==> src/design/mbrtu_pkg.sv <==
// ----------------------------------------------------------------------------
// mbrtu_pkg: shared types and constants
// Function codes, exception codes, reply command record and CRC step.
// ----------------------------------------------------------------------------
package mbrtu_pkg;

  localparam logic [7:0] FN_READ       = 8'h03;
  localparam logic [7:0] FN_WRITE      = 8'h06;
  localparam logic [7:0] FN_EXC_BIT    = 8'h80;
  localparam logic [7:0] EXC_FUNCTION  = 8'h01;
  localparam logic [7:0] EXC_RANGE     = 8'h02;
  localparam logic [7:0] EXC_LIMIT     = 8'h03;
  localparam logic [6:0] READ_LIMIT    = 7'd125;
  localparam logic [15:0] CRC_INIT     = 16'hFFFF;
  localparam logic [15:0] CRC_POLY     = 16'hA001;

  localparam logic [1:0] CFG_STATION   = 2'd0;
  localparam logic [1:0] CFG_LIM_REG   = 2'd1;
  localparam logic [1:0] CFG_LIM_MAX   = 2'd2;

  typedef enum logic [1:0] {
    KIND_EXC   = 2'd0,
    KIND_READ  = 2'd1,
    KIND_WRITE = 2'd2
  } kind_t;

  // One reply job handed from front to back.
  typedef struct packed {
    kind_t       kind;
    logic [7:0]  func;
    logic [7:0]  code;
    logic [31:0] head;
    logic [7:0]  station;
  } cmd_t;

  typedef enum logic [2:0] {
    TX_IDLE,
    TX_HDR,
    TX_BODY,
    TX_CRC_LO,
    TX_CRC_HI
  } tx_state_t;

  function automatic logic [15:0] crc_feed(logic [15:0] crc, logic [7:0] b);
    logic [15:0] c;
    c = crc ^ {8'h00, b};
    for (int k = 0; k < 8; k++) begin
      c = c[0] ? ((c >> 1) ^ CRC_POLY) : (c >> 1);
    end
    return c;
  endfunction

endpackage

==> src/design/modbus_rtu_holding_register_slave.sv <==
// ----------------------------------------------------------------------------
// modbus_rtu_holding_register_slave: Modbus RTU holding register slave
// Parses request bytes, executes read/write, streams CRC-terminated replies.
// ----------------------------------------------------------------------------
// Input channel: push a request byte with in_frame_last on its final (CRC
// high) byte; the byte transfers when in_push is high and in_full is low.
// Each byte is absorbed as it transfers; the frame is judged on its last byte.
// Result channel: while out_empty is low the oldest reply byte sits on
// out_reply_byte/out_reply_last; it transfers when out_pop is high.
// A two-entry job queue sits between the parser and the reply sequencer,
// so a new frame can be received while a reply drains; in_full rises only
// when both job slots are taken and a further last byte could overflow.
// A judged frame's job is queued, then TX_HDR sends the first reply byte; then one
// byte per cycle while out_pop stays high (register reads come from a
// flop array, one word per two bytes). A stall simply holds the byte.
// A register write lands when its echo reply finishes, so every reply
// sees the store in request order.
// Configuration writes (cfg_we/cfg_index/cfg_data) take effect at once.
// Synchronous reset clears the register store, the parser and the queue.
// ----------------------------------------------------------------------------
module modbus_rtu_holding_register_slave import mbrtu_pkg::*; #(
  parameter int REG_COUNT = 16,
  parameter int MAX_FRAME = 256
) (
  input  logic        clk,
  input  logic        rst_n,
  input  logic        in_push,
  output logic        in_full,
  input  logic [7:0]  in_frame_byte,
  input  logic        in_frame_last,
  output logic        out_empty,
  input  logic        out_pop,
  output logic [7:0]  out_reply_byte,
  output logic        out_reply_last,
  input  logic        cfg_we,
  input  logic [1:0]  cfg_index,
  input  logic [15:0] cfg_data
);
  localparam int AW = $clog2(REG_COUNT);

  logic [7:0]  station_r;
  logic [3:0]  lim_reg_r;
  logic [15:0] lim_max_r;
  logic [15:0] store_r [REG_COUNT];

  logic        acc, cmd_vld, wr_en, job_pop, out_vld;
  cmd_t        cmd, job;
  logic [AW-1:0] wr_addr, rd_addr;
  logic [15:0] wr_data;

  // job queue, two entries
  cmd_t        q_r [2];
  logic        wp_r, rp_r;
  logic [1:0]  cnt_r;

  assign in_full = (cnt_r == 2'd2);
  assign acc = in_push && !in_full;

  // head job of the queue; a write job commits as its reply completes
  assign job = q_r[rp_r];
  assign wr_en = job_pop && (job.kind == KIND_WRITE);
  assign wr_addr = job.head[16 +: AW];
  assign wr_data = job.head[15:0];

  always_ff @(posedge clk) begin
    if (!rst_n) begin
      station_r <= 8'd1;
      lim_reg_r <= 4'd2;
      lim_max_r <= 16'd500;
    end else if (cfg_we) begin
      unique case (cfg_index)
        CFG_STATION: station_r <= cfg_data[7:0];
        CFG_LIM_REG: lim_reg_r <= cfg_data[3:0];
        CFG_LIM_MAX: lim_max_r <= cfg_data;
        default: ;
      endcase
    end
  end

  always_ff @(posedge clk) begin
    if (!rst_n) begin
      for (int i = 0; i < REG_COUNT; i++) store_r[i] <= '0;
    end else if (wr_en) begin
      store_r[wr_addr] <= wr_data;
    end
  end

  mbrtu_front #(.REG_COUNT(REG_COUNT), .MAX_FRAME(MAX_FRAME)) u_front (
    .clk, .rst_n, .byte_vld(acc), .frame_byte(in_frame_byte),
    .frame_last(in_frame_last), .station(station_r), .lim_reg(lim_reg_r),
    .lim_max(lim_max_r), .cmd_vld, .cmd
  );

  always_ff @(posedge clk) begin
    if (cmd_vld) q_r[wp_r] <= cmd;
  end

  always_ff @(posedge clk) begin
    if (!rst_n) begin
      wp_r <= 1'b0;
      rp_r <= 1'b0;
      cnt_r <= '0;
    end else begin
      if (cmd_vld) wp_r <= ~wp_r;
      if (job_pop) rp_r <= ~rp_r;
      cnt_r <= cnt_r + {1'b0, cmd_vld} - {1'b0, job_pop};
    end
  end

  mbrtu_back #(.REG_COUNT(REG_COUNT)) u_back (
    .clk, .rst_n, .job_vld(cnt_r != 2'd0), .job, .job_pop,
    .rd_data(store_r[rd_addr]), .rd_addr, .out_vld,
    .out_byte(out_reply_byte), .out_last(out_reply_last), .out_rdy(out_pop)
  );

  assign out_empty = !out_vld;

`ifndef SYNTH
  a_no_overflow: assert property (@(posedge clk) disable iff (!rst_n)
    (cnt_r == 2'd2) |-> !cmd_vld) else $error("job queue overflow");
  a_cnt_range: assert property (@(posedge clk) disable iff (!rst_n)
    cnt_r != 2'd3) else $error("bad job count");
  a_empty_idle: assert property (@(posedge clk) disable iff (!rst_n)
    (cnt_r == 2'd0) |-> out_empty) else $error("reply without job");
`endif
endmodule

==> src/design/mbrtu_front.sv <==
// ----------------------------------------------------------------------------
// mbrtu_front: request parser
// Collects bytes, runs the CRC, judges the frame and issues a reply job.
// ----------------------------------------------------------------------------
module mbrtu_front import mbrtu_pkg::*; #(
  parameter int REG_COUNT = 16,
  parameter int MAX_FRAME = 256
) (
  input  logic       clk,
  input  logic       rst_n,
  input  logic       byte_vld,
  input  logic [7:0] frame_byte,
  input  logic       frame_last,
  input  logic [7:0] station,
  input  logic [3:0] lim_reg,
  input  logic [15:0] lim_max,
  output logic       cmd_vld,
  output cmd_t       cmd
);
  logic [15:0] crc_r, crc_nxt;
  logic [8:0]  cnt_r;
  logic [7:0]  addr_r, func_r;
  logic [31:0] head_r;
  logic [7:0]  addr_v, func_v;
  logic [31:0] head_v, head_m;
  logic [8:0]  len;
  logic [15:0] w0, w1;
  logic        take;
  logic [16:0] rsum;

  always_comb begin
    addr_v = (cnt_r == 9'd0) ? frame_byte : addr_r;
    func_v = (cnt_r == 9'd1) ? frame_byte : func_r;
    head_v = head_r;
    if (cnt_r >= 9'd2 && cnt_r <= 9'd5)
      head_v = head_r | ({24'd0, frame_byte} << (6'd8 * (6'd5 - 6'(cnt_r))));
    crc_nxt = crc_feed(crc_r, frame_byte);
    len = (cnt_r < 9'(MAX_FRAME + 1)) ? cnt_r + 9'd1 : cnt_r;
    head_m = head_v;
    if (len < 9'd5)      head_m = 32'd0;
    else if (len < 9'd6) head_m = head_v & 32'hFF00_0000;
    else if (len < 9'd7) head_m = head_v & 32'hFFFF_0000;
    else if (len < 9'd8) head_m = head_v & 32'hFFFF_FF00;
    w0 = head_m[31:16];
    w1 = head_m[15:0];
    rsum = {1'b0, w0} + {1'b0, w1};
    take = byte_vld && frame_last && len >= 9'd4 && len <= 9'(MAX_FRAME)
           && addr_v == station && crc_nxt == 16'd0;
    cmd.head = head_m;
    cmd.station = station;
    cmd.func = func_v;
    cmd.code = EXC_FUNCTION;
    cmd.kind = KIND_EXC;
    if (func_v == FN_READ) begin
      if (w1 == 16'd0 || w1 > 16'(READ_LIMIT) || rsum > 17'(REG_COUNT)) begin
        cmd.func = FN_READ | FN_EXC_BIT;
        cmd.code = EXC_RANGE;
      end else begin
        cmd.kind = KIND_READ;
      end
    end else if (func_v == FN_WRITE) begin
      if (w0 >= 16'(REG_COUNT)) begin
        cmd.func = FN_WRITE | FN_EXC_BIT;
        cmd.code = EXC_RANGE;
      end else if (w0 == {12'd0, lim_reg} && w1 > lim_max) begin
        cmd.func = FN_WRITE | FN_EXC_BIT;
        cmd.code = EXC_LIMIT;
      end else begin
        cmd.kind = KIND_WRITE;
      end
    end else begin
      cmd.func = func_v + FN_EXC_BIT;
    end
    cmd_vld = take;
  end

  always_ff @(posedge clk) begin
    if (!rst_n) begin
      crc_r <= CRC_INIT;
      cnt_r <= '0;
      addr_r <= '0;
      func_r <= '0;
      head_r <= '0;
    end else if (byte_vld) begin
      if (frame_last) begin
        crc_r <= CRC_INIT;
        cnt_r <= '0;
        addr_r <= '0;
        func_r <= '0;
        head_r <= '0;
      end else begin
        crc_r <= crc_nxt;
        cnt_r <= len;
        addr_r <= addr_v;
        func_r <= func_v;
        head_r <= head_v;
      end
    end
  end
endmodule

==> src/design/mbrtu_back.sv <==
// ----------------------------------------------------------------------------
// mbrtu_back: reply sequencer
// Streams reply bytes for one job, reading the store, appending the CRC.
// ----------------------------------------------------------------------------
module mbrtu_back import mbrtu_pkg::*; #(
  parameter int REG_COUNT = 16
) (
  input  logic       clk,
  input  logic       rst_n,
  input  logic       job_vld,
  input  cmd_t       job,
  output logic       job_pop,
  input  logic [15:0] rd_data,
  output logic [$clog2(REG_COUNT)-1:0] rd_addr,
  output logic       out_vld,
  output logic [7:0] out_byte,
  output logic       out_last,
  input  logic       out_rdy
);
  localparam int AW = $clog2(REG_COUNT);

  tx_state_t st_r, st_nxt;
  logic [5:0]  idx_r, idx_nxt;
  logic [15:0] crc_r;
  logic [5:0]  body_len;
  logic [7:0]  hdr_b, body_b;
  logic        fire;

  assign fire = out_vld && out_rdy;

  always_comb begin
    unique case (job.kind)
      KIND_READ:  body_len = 6'd1 + {job.head[4:0], 1'b0};
      KIND_WRITE: body_len = 6'd4;
      default:    body_len = 6'd1;
    endcase
    hdr_b = (idx_r == 6'd0) ? job.station : job.func;
    unique case (job.kind)
      KIND_READ: begin
        if (idx_r == 6'd0) body_b = {job.head[6:0], 1'b0};
        else body_b = idx_r[0] ? rd_data[15:8] : rd_data[7:0];
      end
      KIND_WRITE: begin
        unique case (idx_r[1:0])
          2'd0: body_b = job.head[31:24];
          2'd1: body_b = job.head[23:16];
          2'd2: body_b = job.head[15:8];
          default: body_b = job.head[7:0];
        endcase
      end
      default: body_b = job.code;
    endcase
    rd_addr = AW'(job.head[16 +: AW] + AW'((idx_r - 6'd1) >> 1));
  end

  always_comb begin
    st_nxt = st_r;
    idx_nxt = idx_r;
    unique case (st_r)
      TX_IDLE: if (job_vld) begin st_nxt = TX_HDR; idx_nxt = '0; end
      TX_HDR: if (fire) begin
        if (idx_r == 6'd1) begin st_nxt = TX_BODY; idx_nxt = '0; end
        else idx_nxt = idx_r + 6'd1;
      end
      TX_BODY: if (fire) begin
        if (idx_r == body_len - 6'd1) st_nxt = TX_CRC_LO;
        else idx_nxt = idx_r + 6'd1;
      end
      TX_CRC_LO: if (fire) st_nxt = TX_CRC_HI;
      TX_CRC_HI: if (fire) st_nxt = TX_IDLE;
      default: st_nxt = TX_IDLE;
    endcase
  end

  always_comb begin
    out_vld = 1'b0;
    out_byte = 8'd0;
    out_last = 1'b0;
    job_pop = 1'b0;
    unique case (st_r)
      TX_HDR:    begin out_vld = 1'b1; out_byte = hdr_b; end
      TX_BODY:   begin out_vld = 1'b1; out_byte = body_b; end
      TX_CRC_LO: begin out_vld = 1'b1; out_byte = crc_r[7:0]; end
      TX_CRC_HI: begin
        out_vld = 1'b1; out_byte = crc_r[15:8]; out_last = 1'b1;
        job_pop = out_rdy;
      end
      default: ;
    endcase
  end

  always_ff @(posedge clk) begin
    if (!rst_n) begin
      st_r <= TX_IDLE;
      idx_r <= '0;
      crc_r <= CRC_INIT;
    end else begin
      st_r <= st_nxt;
      idx_r <= idx_nxt;
      if (st_r == TX_IDLE) crc_r <= CRC_INIT;
      else if (fire && (st_r == TX_HDR || st_r == TX_BODY))
        crc_r <= crc_feed(crc_r, out_byte);
    end
  end

`ifndef SYNTH
  a_last_ends: assert property (@(posedge clk) disable iff (!rst_n)
    (fire && out_last) |=> st_r == TX_IDLE) else $error("last not final");
  a_pop_only_end: assert property (@(posedge clk) disable iff (!rst_n)
    job_pop |-> st_r == TX_CRC_HI) else $error("early pop");
  a_start_job: assert property (@(posedge clk) disable iff (!rst_n)
    (st_r == TX_HDR) |-> job_vld) else $error("sending without job");
`endif
endmodule
==> config.mk <==
export PLATFORM = sky130hd
export DESIGN_NAME = modbus_rtu_holding_register_slave
export DESIGN_NICKNAME = d
export VERILOG_FILES = /design/src/design/mbrtu_pkg.sv /design/src/design/modbus_rtu_holding_register_slave.sv /design/src/design/mbrtu_front.sv /design/src/design/mbrtu_back.sv
export SDC_FILE = /design/constraint.sdc
export NUM_CORES = 1
export LEC_CHECK = 0
export ABC_AREA = 1
export BUFFER_PORTS_ARGS = -buffer_cell sky130_fd_sc_hd__buf_2
export CAP_MARGIN = 20
export CORE_AREA = 2 2 195 292
export CTS_BUF_LIST = sky130_fd_sc_hd__clkbuf_4
export CTS_CLUSTER_DIAMETER = 60
export DETAILED_ROUTE_END_ITERATION = 10
export DIE_AREA = 0 0 197 294
export PLACE_DENSITY_LB_ADDON = 0.12
export SLEW_MARGIN = 25
export SYNTH_ARGS = -nofsm -noshare
export SYNTH_HDL_FRONTEND = slang
export SYNTH_HIERARCHICAL = 1
export SYNTH_SLANG_ARGS = --single-unit
==> constraint.sdc <==
create_clock -name clk -period 12.9 [get_ports clk]
set_input_delay 0.645 -clock clk [delete_from_list [all_inputs] [get_ports clk]]
set_output_delay 0.645 -clock clk [all_outputs]
set_load 0.05 [all_outputs]
# Word-level counts from Yosys, hierarchy flattened
# Memory sizes are Yosys's and may differ from the RTL's. A register that Yosys moved wholly into a read port is not among the register bits.
# Index checks and enable logic that the tools add are counted.
# word_totals
mem_bits_ro	0
ram_bits	372
latchBits	0
regBits	130
out_inout_bits	11
n_memories	2
# op_classes
mux	74
shifts	1
n_mul	0
magnitude_cmp	13
bitwise_logic	22
n_eq_ne	26
addsub	11
n_div	0
reduce_logical	33
# memory_table
name	depth	width	rd	rd_ports_with_merged_regs	write_ports	line	rtl
store_r	16	16	1	0	16	modbus_rtu_holding_register_slave.sv:44	logic [15:0] store_r [REG_COUNT];
q_r	2	58	1	1	1	modbus_rtu_holding_register_slave.sv:52	cmd_t q_r [2];
# ops
op	count
16-bit two-way mux	22
32-bit two-way mux	3
8-bit two-way mux	10
2-bit inverter with 3-bit output	16
16-bit logical NOT	2
32-bit bitwise OR	1
8-bit one-hot mux with 4 select lines	1
8-bit by 6-bit left shift with 32-bit output	1
16-bit by 8-bit XOR with 16-bit output	2
6-bit two-way mux	5
9-bit by 3-bit less-than comparator with 1-bit output (second input constant)	3
24-bit two-way mux	1
8-bit one-hot mux with 3 select lines	1
3-bit two-way mux	7
18-bit two-way mux	1
9-bit two-way mux	2
6-bit one-hot mux with 3 select lines	1
16-bit by 16-bit adder with 17-bit output	1
17-bit by 5-bit > comparator with 1-bit output (second input constant)	1
16-bit by 4-bit equality test with 1-bit output	1
16-bit by 5-bit >= comparator with 1-bit output (second input constant)	1
16-bit > comparator	1
16-bit by 7-bit > comparator with 1-bit output (second input constant)	1
8-bit one-hot mux with 2 select lines	1
other kinds (50)	94

# Logic depth before layout (Yosys ltp)
# An unclocked memory read counts as a cell.
# logic_depth
word_depth	24
ltp_mapped	35

# Hierarchy
# The synthesis kept the hierarchy.
# modules_own_cells
mod	instances	area_each_um2	cells_per_inst
modbus_rtu_holding_register_slave	1	18555.3	1831
mbrtu_front	1	6333.6	1024
mbrtu_back	1	3095.5	541

# Worst setup path after synthesis
# Ideal clock, no wire load.
# synth_path
path_type	input to register
start	in in_frame_byte[1]
end	mem q_r[0][0] (netlist bit) (enable)
arrival_time_ps	5408
setup_ps	474
path_slack_ps	7017
stages	15
required_ps	12426
cell_sequence	xnor2_1 xnor2_1 xnor2_1 xor2_1 xor2_1 ha_1 xnor2_1 nand3_1 nor3_1 nand4_1 nor3_1 o211ai_1 nor2_1 inv_1 nor2_1
# synth_via
elab_chain_len	15
elab_cells_between_ends	22
# synth_lines
item	line	rtl
from (decl)	modbus_rtu_holding_register_slave.sv:29	input logic [7:0] in_frame_byte,
16-bit by 8-bit XOR with 16-bit output	mbrtu_pkg.sv:46	c = crc ^ {8'h00, b};
2-bit inverter with 3-bit output (no source line)	-	
16-bit two-way mux (3 in a row)	mbrtu_pkg.sv:48	c = c[0] ? ((c >> 1) ^ CRC_POLY) : (c >> 1);
16-bit two-way mux or 2-bit inverter with 3-bit output (tied branches) (4 in a row)	-	
2-bit inverter with 3-bit output (no source line) or 16-bit two-way mux (tied branches)	-	
16-bit two-way mux	mbrtu_pkg.sv:48	
16-bit logical NOT	mbrtu_front.sv:48	&& addr_v == station && crc_nxt == 16'd0;
1-bit logical AND (*)	mbrtu_front.sv:48	
via cmd_vld	modbus_rtu_holding_register_slave.sv:46	logic acc, cmd_vld, wr_en, job_pop, out_vld;
1-bit two-way mux (*)	modbus_rtu_holding_register_slave.sv:95	if (cmd_vld) q_r[wp_r] <= cmd;
1-bit two-way mux (implied by the code) (*)	modbus_rtu_holding_register_slave.sv:95	
to (decl)	modbus_rtu_holding_register_slave.sv:52	
# The timed path passes the listed nets; every way through them passes the cells marked *.

# Final worst setup path
# layout_path
start	reg u_back.idx_r[0]
end	out out_reply_byte[7]
# layout_via
elab_chain_len	7
elab_cells_between_ends	13
# layout_lines
item	line	rtl
from (decl)	mbrtu_back.sv:23	logic [5:0] idx_r, idx_nxt;
from (signal assigned)	mbrtu_back.sv:99	idx_r <= idx_nxt;
5-bit by 1-bit subtractor with 5-bit output	mbrtu_back.sv:53	rd_addr = AW'(job.head[16 +: AW] + AW'((idx_r - 6'd1) >> 1));
4-bit adder	mbrtu_back.sv:53	
via rd_addr[0]	modbus_rtu_holding_register_slave.sv:48	logic [AW-1:0] wr_addr, rd_addr;
memory 16 x 16 bit	-	
8-bit two-way mux	mbrtu_back.sv:41	else body_b = idx_r[0] ? rd_data[15:8] : rd_data[7:0];
8-bit two-way mux	mbrtu_back.sv:40	if (idx_r == 6'd0) body_b = {job.head[6:0], 1'b0};
8-bit one-hot mux with 2 select lines	mbrtu_back.sv:38	unique case (job.kind)
8-bit one-hot mux with 4 select lines	mbrtu_back.sv:80	unique case (st_r)
to (decl)	modbus_rtu_holding_register_slave.sv:33	output logic [7:0] out_reply_byte,
# The timed path passes the listed nets, and every way through them passes these cells.

==> flow_metrics.env <==
export IMPL_cts_root_buf="clkbuf_4"
export IMPL_dr_pass1_iters=6
export IMPL_synth_simple_area_share_pct=30.2
export IMPL_finalWorstSetupSlack_ns=6.11
export IMPL_fillers=5346
export IMPL_synth_edf_count=372
export IMPL_synth_compound_gate_area_share_pct=6.52
export IMPL_place_gp_congestion=0.931
export IMPL_drt_wl_total_um=84500
export IMPL_ys_async_sr_fraction_pct=0
export IMPL_crit_chain="inv_1, ha_1, inv_1, ha_4, clkinv_2, buf_6, nand2_1, nand3_1, nand3_1, nand3_1, nand2_1, nand2_1, nand3_1, o211ai_1, nand3_1, o211ai_1, nand3_1, buf_2"
export IMPL_drt_iter0_drc=1520
export IMPL_synth_common_cells="971 x nand2_1, 447 x inv_1, 372 x edfxtp_1"
export IMPL_fmax_mhz=147
export IMPL_drive_gt1_share_pct=16.0
export IMPL_vias_per_cell=5.35
export IMPL_clk_pin_slew_worst_paths_ns=0.07
export IMPL_stdcell_count=4257
export IMPL_fin_nets=3549
export IMPL_cp_arrival_ns=6.14
export IMPL_p_int_uw=3530
export IMPL_htree_num_levels=4
export IMPL_clkLatencyLatePin_ns=0.91
export IMPL_final_min_clock_period_ns=6.79
export IMPL_min_path_type="input port to flip-flop"
export IMPL_slowest_delay_ns=0.75
export IMPL_cp_common_cell="nand3_1"
export IMPL_worstSetupEndpointType="output port"
export IMPL_leakagePower_uw=0.0139
export IMPL_die_width_um=197
export IMPL_cts_inserted_buffers=131
export IMPL_cp_start_kind="flip-flop"
export IMPL_sequentialPowerShare_pct=26.0
export IMPL_maxCapViolations=0
export IMPL_seq_area_frac_synth_pct=49.3
export IMPL_synthTopCellsByArea="edfxtp_1 40%, nand2_1 13%, dfxtp_1 9.4%"
export IMPL_crit_buf_inv=5
export IMPL_drc=0
export IMPL_vias=22796
export IMPL_yosys_area_share_xor_xnor_pct=1.56
export IMPL_syn_to_final_growth_pct=7.96
export IMPL_ys_types=58
export IMPL_seqCellArea_um2=13800
export IMPL_cts_resized=0
export IMPL_fin_crit_sh_pct=52.6
export IMPL_synth_top_family_by_area="simple AND/OR/NAND/NOR gates"
export IMPL_gr_max_usage_layer="met2"
export IMPL_worstPathMaxFanout=104
export IMPL_hpwl_um=59500
export IMPL_ir_worst_vdd_mv=0.361
export IMPL_post_synth_top_count_cell="nand2_1"
export IMPL_cts_tree="built"
export IMPL_use_met1_pct=30.0
export IMPL_coreArea_um2=55400
export IMPL_antenna_found_initial=1
export IMPL_antenna_left=0
export IMPL_synthFlopType="edfxtp_1"
export IMPL_path_class="flip-flop to output port"
export IMPL_wl_per_cell_um=19.9
export IMPL_row_count=106
export IMPL_hold_viol=0
export IMPL_avgSynthCellArea_um2=8.24
export IMPL_pwr_share_comb_pct=54.1
export IMPL_dp_cells=4016
export IMPL_grt_pass1_vias=22858
export IMPL_met2_usage_pct=54.4
export IMPL_grt_max_degree=105
export IMPL_p_clk_share_pct=19.9
export IMPL_p_switching_uw=3520
export IMPL_port_buffers=42
export IMPL_multi_input_area_um2=11500
export IMPL_die_h_um=294
export IMPL_met3_usage_pct=4.18
export IMPL_finalPower_uw=7040
export IMPL_outcome="complete, no violations"
export IMPL_synth_top_area_share_pct=39.9
export IMPL_crit_family="buffers and inverters"
export IMPL_cp_slowest_cell="ha_4"
export IMPL_die_area_um2=57900
export IMPL_synthMuxAreaShare_pct=0
export IMPL_powerDensity_nw_per_um2=233
export IMPL_synth_largest_area_cell="edfxtp_1"
export IMPL_numClockSinks=503
export IMPL_grt_first_pass_wirelength_um=129000
export IMPL_synthAdderAreaFrac_pct=2.56
export IMPL_start_util_pct=50.5
export IMPL_netlist_area_um2=28000
export IMPL_post_cts_buffers=0
export IMPL_setup_viol=0
export IMPL_syn_inst=3396
export IMPL_tns_ns=0
export IMPL_swShare_pct=49.9
export IMPL_grt_overflow_total=0
export IMPL_worst_pin_slew_ns=0.992
export IMPL_io_pins=43
export IMPL_clockBufferDepth=3
export IMPL_slew_viol_final=0
export IMPL_rsz0062_at_grt="false"
export IMPL_fin_skew_ns=0.0423
export IMPL_post_place_ws_ns=6.92
export IMPL_worstPathRequired_ns=12.26
export IMPL_slew_headroom_pct=33.6
export IMPL_ys_ff_latch=503
export IMPL_yosysWarnings=6
export IMPL_grtUsageTotal_pct=29.7
[cells in the final DEF (no fill, tap or decap), types with 6 or more instances in the layout]
cell             n
inv_2           24
nand2_4          6
nand3_1        306
o21ai_1         10
ha_1            53
nor2_4          12
nor2_2         131
nand4_1         21
buf_4           33
o211a_1         11
nand3_4         17
xor2_1          26
buf_2           42
nand2_2         34
or2_2           13
edfxtp_1       372
nand3_2         10
inv_1          444
o21ai_0         81
dfxtp_1        130
xnor2_1         23
o21ai_2         16
o21bai_1        20
clkbuf_4       194
clkinv_1        20
dlygate4sd3_1   14
nand2_1        971
a211oi_1         7
nor2_1         297
conb_1           6
nor3_1          17
a21oi_1        107
o211ai_1        18
[per-stage QoR]
| step | hold slack, ns | util [%] | instance area (um2) |
|---|---|---|---|
| after global placement | 0.435 | 51.2 | 28400 |
| after CTS | 0.00791 | 54.5 | 30200 |
| after detailed placement | 0.445 | 51.2 | 28400 |
| final | 0.0673 | 54.5 | 30200 |
| after global routing | 0.0398 | 54.5 | 30200 |
| after floorplan | 0.427 | - | 28000 |
[registers in the layout, indices dropped and copies added (netlist names), named ones only]
| register | flops |
|---|---|
| rp_r | 1 |
| lim_reg_r | 4 |
| u_front/addr_r | 8 |
| u_front/cnt_r | 9 |
| u_back/idx_r | 6 |
| u_front/crc_r | 16 |
| u_back/st_r | 3 |
| u_back/crc_r | 16 |
| q_r | 116 |
| wp_r | 1 |
| u_front/func_r | 8 |
| cnt_r | 2 |
| store_r | 256 |
| u_front/head_r | 32 |
| lim_max_r | 16 |
| station_r | 8 |
[area by class of cell]
class,instances,share of cell area [%]
Sequential cell,503,45.7
Multi-Input combinational cell,2267,38.1
Inverter,468,5.83
Clock buffer,194,4.82
Tap cell,702,2.91
Timing Repair Buffer,90,2.02
Clock inverter,31,0.687
Antenna cell,2,0.0166
[worst reg2reg max path: cells and delay by family (launching register included)]
family / cells / cell delay, ns
flops: 1 / 0.69
compound gates: 1 / 0.10
fa+ha+maj: 2 / 1.17
buf+inv: 4 / 1.61
simple gates: 22 / 2.29
[timing repair]
action | in CTS | in global routing
endpoints found under the hold margin | 16 | 0
hold buffers | 14 | 0
endpoints found under the setup margin | 0 | 0
[power by group through the flow]
stage,Clock [uW],Sequential [uW],Combinational (uW)
2_1_floorplan,0,1850,2490
3_3_place_gp,0,1860,3760
3_5_place_dp,0,1860,3770
4_1_cts,1440,1830,3790
5_1_grt,1510,1840,4130
6_report,1400,1830,3810
[worst paths after layout]
check,slack [ns],depth (start not counted),to,start
worst max-delay path,6.11,18,out_reply_byte[7],u_back/idx_r[0]
worst min-delay path,0.07,3,lim_reg_r[1],cfg_data[1]
worst max register to register,6.93,29,u_back/crc_r[15],u_back/idx_r[0]
worst min register to register,0.46,2,u_front/head_r[12],u_front/head_r[12]
[layer usage]
layer	share of wire, %	up-vias
met2	52	747
met4	8.4	0
met3	4.5	290
li1	-	11047
met1	35	10712
met5	0	-
[kinds of logic after synthesis]
group / after synthesis
other: 1
buffers and inverters: 631
XOR/XNOR: 50
adder cells (fa/ha/maj): 56
flip-flops: 503
AND/OR/NAND/NOR: 1859
AO/OA/AOI/OAI: 296
Note: power is estimated with default switching activity, not from simulation.
